**src/rtl/mft_pkg.sv**
```systemverilog
// Shared widths, codes and memory port types for the max frequency tracker.
`default_nettype none

package mft_pkg;

    localparam int VALUE_W     = 10;
    localparam int COUNT_W     = 13;
    localparam int POP_W       = 11;
    localparam int POP_AW      = 12;
    localparam int COUNT_LIMIT = 4096;
    localparam int S_TDATA_W   = 16;
    localparam int M_TDATA_W   = 16;

    localparam logic KIND_ADD    = 1'b0;
    localparam logic KIND_REMOVE = 1'b1;

    typedef struct packed {
        logic               we;
        logic [VALUE_W-1:0] waddr;
        logic [COUNT_W-1:0] wdata;
        logic [VALUE_W-1:0] raddr;
    } vc_port_t;

    typedef struct packed {
        logic              we;
        logic [POP_AW-1:0] waddr;
        logic [POP_W-1:0]  wdata;
        logic [POP_AW-1:0] raddr_a;
        logic [POP_AW-1:0] raddr_b;
    } pop_port_t;

endpackage

`default_nettype wire

```
**src/rtl/mft_ctrl.sv**
```systemverilog
// Sequencer: clearing pass, count and population read-modify-write, result register.
`default_nettype none

module mft_ctrl (
    input  wire logic                             aclk,
    input  wire logic                             aresetn,
    input  wire logic                             s_tvalid,
    output logic                                  s_tready,
    input  wire logic [mft_pkg::S_TDATA_W-1:0]    s_tdata,
    input  wire logic                             s_tuser,
    output logic                                  m_tvalid,
    input  wire logic                             m_tready,
    output logic      [mft_pkg::M_TDATA_W-1:0]    m_tdata,
    output logic                                  m_tuser,
    output mft_pkg::vc_port_t                     vc_port,
    input  wire logic [mft_pkg::COUNT_W-1:0]      vc_rdata,
    output mft_pkg::pop_port_t                    pop_port,
    input  wire logic [mft_pkg::POP_W-1:0]        pop_rdata_a,
    input  wire logic [mft_pkg::POP_W-1:0]        pop_rdata_b
);

    localparam logic [2:0] ST_CLR  = 3'd0;
    localparam logic [2:0] ST_IDLE = 3'd1;
    localparam logic [2:0] ST_CNT  = 3'd2;
    localparam logic [2:0] ST_POP  = 3'd3;
    localparam logic [2:0] ST_DONE = 3'd4;

    localparam logic [mft_pkg::COUNT_W-1:0] CNT_ONE   = mft_pkg::COUNT_W'(1);
    localparam logic [mft_pkg::COUNT_W-1:0] CNT_TWO   = mft_pkg::COUNT_W'(2);
    localparam logic [mft_pkg::COUNT_W-1:0] CNT_LIMIT =
        mft_pkg::COUNT_W'(mft_pkg::COUNT_LIMIT);
    localparam logic [mft_pkg::POP_W-1:0]   POP_ONE   = mft_pkg::POP_W'(1);

    logic [2:0]                      state_reg, state_next;
    logic [mft_pkg::POP_AW-1:0]      clr_cnt_reg, clr_cnt_next;
    logic                            kind_reg, kind_next;
    logic [mft_pkg::VALUE_W-1:0]     value_reg, value_next;
    logic [mft_pkg::COUNT_W-1:0]     cnt_reg, cnt_next;
    logic [mft_pkg::COUNT_W-1:0]     top_reg, top_next;
    logic                            rej_reg, rej_next;
    logic                            upd_reg, upd_next;
    logic [mft_pkg::POP_W-1:0]       popb_reg, popb_next;
    logic                            m_valid_reg, m_valid_next;
    logic [mft_pkg::COUNT_W-1:0]     m_count_reg, m_count_next;
    logic                            m_rej_reg, m_rej_next;

    logic [mft_pkg::COUNT_W-1:0]     c_dec, c_dec2, c_inc;
    logic [mft_pkg::COUNT_W-1:0]     r_dec, r_dec2, r_inc, new_k;
    logic [mft_pkg::POP_W-1:0]       pa_dec;
    logic                            rej_now;
    logic                            out_free;

    assign c_dec  = vc_rdata - CNT_ONE;
    assign c_dec2 = vc_rdata - CNT_TWO;
    assign c_inc  = vc_rdata + CNT_ONE;
    assign r_dec  = cnt_reg - CNT_ONE;
    assign r_dec2 = cnt_reg - CNT_TWO;
    assign r_inc  = cnt_reg + CNT_ONE;
    assign new_k  = (kind_reg == mft_pkg::KIND_REMOVE) ? r_dec : r_inc;
    assign pa_dec = (pop_rdata_a != '0) ? (pop_rdata_a - POP_ONE) : pop_rdata_a;
    assign rej_now = (value_reg != '0) &&
                     (((kind_reg == mft_pkg::KIND_REMOVE) && (vc_rdata == '0)) ||
                      ((kind_reg == mft_pkg::KIND_ADD) && (vc_rdata >= CNT_LIMIT)));
    assign out_free = !m_valid_reg || m_tready;

    assign s_tready = (state_reg == ST_IDLE);
    assign m_tvalid = m_valid_reg;
    assign m_tdata  = mft_pkg::M_TDATA_W'(m_count_reg);
    assign m_tuser  = m_rej_reg;

    always_comb begin
        state_next   = state_reg;
        clr_cnt_next = clr_cnt_reg;
        kind_next    = kind_reg;
        value_next   = value_reg;
        cnt_next     = cnt_reg;
        top_next     = top_reg;
        rej_next     = rej_reg;
        upd_next     = upd_reg;
        popb_next    = popb_reg;
        m_valid_next = m_valid_reg;
        m_count_next = m_count_reg;
        m_rej_next   = m_rej_reg;
        vc_port      = '0;
        pop_port     = '0;

        if (m_valid_reg && m_tready) begin
            m_valid_next = 1'b0;
        end

        case (state_reg)
            ST_CLR: begin
                vc_port.we     = (clr_cnt_reg[mft_pkg::POP_AW-1:mft_pkg::VALUE_W] == '0);
                vc_port.waddr  = clr_cnt_reg[mft_pkg::VALUE_W-1:0];
                pop_port.we    = 1'b1;
                pop_port.waddr = clr_cnt_reg;
                clr_cnt_next   = clr_cnt_reg + mft_pkg::POP_AW'(1);
                if (clr_cnt_reg == '1) begin
                    state_next = ST_IDLE;
                end
            end
            ST_IDLE: begin
                vc_port.raddr = s_tdata[mft_pkg::VALUE_W-1:0];
                if (s_tvalid) begin
                    kind_next  = s_tuser;
                    value_next = s_tdata[mft_pkg::VALUE_W-1:0];
                    state_next = ST_CNT;
                end
            end
            ST_CNT: begin
                rej_next = rej_now;
                cnt_next = vc_rdata;
                if ((value_reg == '0) || rej_now) begin
                    upd_next   = 1'b0;
                    state_next = ST_DONE;
                end else begin
                    upd_next          = 1'b1;
                    vc_port.we        = 1'b1;
                    vc_port.waddr     = value_reg;
                    vc_port.wdata     = (kind_reg == mft_pkg::KIND_REMOVE) ? c_dec : c_inc;
                    pop_port.raddr_a  = c_dec[mft_pkg::POP_AW-1:0];
                    pop_port.raddr_b  = (kind_reg == mft_pkg::KIND_REMOVE) ?
                                        c_dec2[mft_pkg::POP_AW-1:0] :
                                        vc_rdata[mft_pkg::POP_AW-1:0];
                    state_next        = ST_POP;
                end
            end
            ST_POP: begin
                pop_port.we    = (cnt_reg != '0);
                pop_port.waddr = r_dec[mft_pkg::POP_AW-1:0];
                pop_port.wdata = pa_dec;
                popb_next      = pop_rdata_b + POP_ONE;
                if (kind_reg == mft_pkg::KIND_REMOVE) begin
                    if ((pa_dec == '0) && (top_reg == cnt_reg)) begin
                        top_next = r_dec;
                    end
                end else if (r_inc > top_reg) begin
                    top_next = r_inc;
                end
                state_next = ST_DONE;
            end
            ST_DONE: begin
                pop_port.we    = upd_reg && (new_k != '0);
                pop_port.waddr = (kind_reg == mft_pkg::KIND_REMOVE) ?
                                 r_dec2[mft_pkg::POP_AW-1:0] :
                                 cnt_reg[mft_pkg::POP_AW-1:0];
                pop_port.wdata = popb_reg;
                if (out_free) begin
                    m_valid_next = 1'b1;
                    m_count_next = top_reg;
                    m_rej_next   = rej_reg;
                    state_next   = ST_IDLE;
                end
            end
            default: begin
                state_next = ST_IDLE;
            end
        endcase
    end

    always_ff @(posedge aclk) begin
        if (!aresetn) begin
            state_reg   <= ST_CLR;
            clr_cnt_reg <= '0;
            top_reg     <= '0;
            m_valid_reg <= 1'b0;
        end else begin
            state_reg   <= state_next;
            clr_cnt_reg <= clr_cnt_next;
            top_reg     <= top_next;
            m_valid_reg <= m_valid_next;
        end
    end

    always_ff @(posedge aclk) begin
        kind_reg    <= kind_next;
        value_reg   <= value_next;
        cnt_reg     <= cnt_next;
        rej_reg     <= rej_next;
        upd_reg     <= upd_next;
        popb_reg    <= popb_next;
        m_count_reg <= m_count_next;
        m_rej_reg   <= m_rej_next;
    end

endmodule

`default_nettype wire

```
**config.mk**
```make
export PLATFORM = sky130hd
export DESIGN_NAME = mft_ctrl
export DESIGN_NICKNAME = d
export VERILOG_FILES = /design/src/rtl/mft_pkg.sv /design/src/rtl/mft_ctrl.sv
export SDC_FILE = /design/constraint.sdc
export NUM_CORES = 1
export LEC_CHECK = 0
export BUFFER_PORTS_ARGS = -buffer_cell sky130_fd_sc_hd__clkbuf_2
export CELL_PAD_IN_SITES_DETAIL_PLACEMENT = 1
export CELL_PAD_IN_SITES_GLOBAL_PLACEMENT = 2
export CORE_ASPECT_RATIO = 1.4
export CORE_MARGIN = 5
export CORE_UTILIZATION = 28
export DETAILED_ROUTE_END_ITERATION = 10
export PLACE_DENSITY_LB_ADDON = 0.25
export SLEW_MARGIN = 20
export SYNTH_ARGS = -nofsm -noshare
export SYNTH_HDL_FRONTEND = slang
export SYNTH_SLANG_ARGS = --single-unit
```
**constraint.sdc**
```tcl
create_clock -name aclk -period 3.3 [get_ports aclk]
set_input_delay 0.165 -clock aclk [delete_from_list [all_inputs] [get_ports aclk]]
set_output_delay 0.165 -clock aclk [all_outputs]
set_load 0.01 [all_outputs]
```
==> impl_metrics.toml <==
[timing]
holdWs_ps = 7.73
max-slew-margin-rel = 0.468
final_max_slew_viol_count = 0
fin_crit_ps = 3220
fin_crit_sh = 0.975
rsz0062_at_grt = "yes"
max_slew.worst_pin.slew_ps = 798
hold_viol_final = 0
finalClockSkew_ps = 10.0
max_freq_mhz = 311
finalSetupViolations = 0

[setup_path]
cp.arrival_ps = 3050
path_class = "reg2out"
worstPathRequired_ps = 3130
cp_max_fo = 4
end_kind = "primary output"
start_kind = "flip-flop"

[floorplanning]
chipWidth_um = 134
initial_core_util = 0.285
die_area_um2 = 24700
num_io_pins = 157
coreArea_um2 = 21300
rows = 63
die_h_um = 184

[synth]
syn_area_um2 = 6060
yosysSeqAreaShare = 0.349
synth-edff-count = 51
yosys-top-cells-area = "edfxtp_1, dfxtp_1, xnor2_1, xor2_1, ha_1"
ys_ff_latch = 80
synth.distinct_cells = 65
yosys.area.top_type = "edfxtp_1"
syn_area_per_cell_um2 = 8.46
yosys_warnings = 0
synth_top_area_share = 0.253
netlist_instances = 716
synth_async_sr_flop_share = 0
synthFlopType = "edfxtp_1"

[grt]
grt_pass1_vias = 6300
grt_use_total = 0.172
antenna_found_initial = 0
gr-total-overflow = 0
grt_pass1_wl_um = 34000
grt_max_degree = 38

[clock_tree]
htreeDepth = 3
cts-root-buf = "clkbuf_16"
cts_tree = "done"
numCtsBuffers = 9
insertion_delay_ps = 350
cts.sinks = 80
clk_pin_slew_ps = 70
clockBufferDepth = 2

[run_status]
status = "finished, final reports clean"

[final_layout]
drive_gt1_frac = 0.269
final_cell_mix = "clkbuf_2, nor2_1, nand2_1, xnor2_1, edfxtp_1"
diodes = 0
syn2layout_area_growth_pct = 28.2
layout_commonest_cell = "clkbuf_2"
nNetsFinal = 965

[drt]
drc = 0
wl_per_cell_um = 18.7
antenna_left = 0
drt_wl_total_um = 21500
firstDrtPassIters = 4
drtIter0Drc = 197
dr_total_vias = 5858
via_per_inst = 5.10

[worst_hold_path]
hold_path.class = "in2reg"

[power]
pwr_density_cell_nw_per_um2 = 296
ir_drop_v = 0.000229
finalPower_mw = 2.30
p_leak_nw = 3.07

[placed_design]
dp_hpwl_um = 17100
place_congestion = 0.877
io_buffers = 147

[job]
drv_cap = 0
-- worst max-delay path: stages (launching register included) --
cell	delay [ps]
edfxtp_1	440
inv_1	140
ha_1	200
or4b_4	500
buf_4	170
nor4_2	220
a32o_1	230
xnor2_1	160
nand4_1	170
o311ai_1	260
nand2_1	90
clkbuf_2	130
-- cell families (layout without fill, tap and decap cells) --
| family | after synthesis | count (layout) | synth area share |
|---|---|---|---|
| compound gates | 136 | 136 | 0.153 |
| xor+xnor | 100 | 100 | 0.145 |
| fa+ha+maj | 25 | 25 | 0.0516 |
| buf+inv | 82 | 253 | 0.0572 |
| flops | 80 | 80 | 0.349 |
| mux | 8 | 8 | 0.0132 |
| other cells | 1 | 3 | 0.000619 |
| simple gates | 284 | 284 | 0.231 |
-- where the power goes --
group,leakage (nW),internal (mW),switching [mW]
clock network,0.145,0.600,0.446
logic,2.23,0.0785,0.110
registers,0.689,1.06,0.00459
-- synthesized netlist by cell type, drive strengths merged (14+ instances only) --
library cell	n
nor2	82
nand2	72
xnor2	54
edfxtp	51
xor2	46
o21ai	39
clkbuf	34
inv	31
dfxtp	29
a21oi	25
ha	25
nor3	24
buf	16
nand3	16
a22o	14
and2	14
-- path summary, 6_finish.rpt --
check                           slack [ps]           end        from  cells past startpoint
worst min-delay path                     8  value_reg[0]  s_tdata[0]                      1
worst max register to register         120    top_reg[8]  cnt_reg[4]                     13
worst min register to register         450       m_tuser     rej_reg                      0
worst max-delay path                    80  pop_port[47]  cnt_reg[0]                     11
-- per-layer routing --
layer | vias up | track usage | wire length [um]
met2 | 130 | 0.328 | 11400
met1 | 2819 | 0.191 | 8690
met5 | - | 0 | 0
li1 | 2878 | - | -
met4 | 0 | 0.0595 | 574
met3 | 31 | 0.0318 | 787
-- area by class of cell --
type                    count  area (um2)
clock buffers               9         225
clock inverters             7        82.6
fillers                  2581       13500
inverters                  32         120
multi-input cells         556        3700
flip-flops and latches     80        2110
well taps                 260         325
repair buffers            205        1210
-- metrics by stage --
stage	util	std cells	setup WS [ps]	setup TNS (ps)	instance area, um2
floorplan	-	718	61.1	0	6070
global placement	0.340	1118	134	0	7240
detailed placement	0.340	1118	-40.2	-57.3	7240
CTS	0.361	1145	4.56	0	7680
global route	0.365	1149	-100	-140	7770
finish	0.365	1149	82.8	0	7770
-- repair_timing --
item / 4_1_cts / 5_1_grt
resized for setup: 6 / 16
endpoints found under the hold margin: 9 / 0
endpoints found under the setup margin: 10 / 15
buffers inserted: 2 / 4
hold buffers: 9 / 0
pin swaps: 1 / 8
Power figures use the tool's default switching activity.
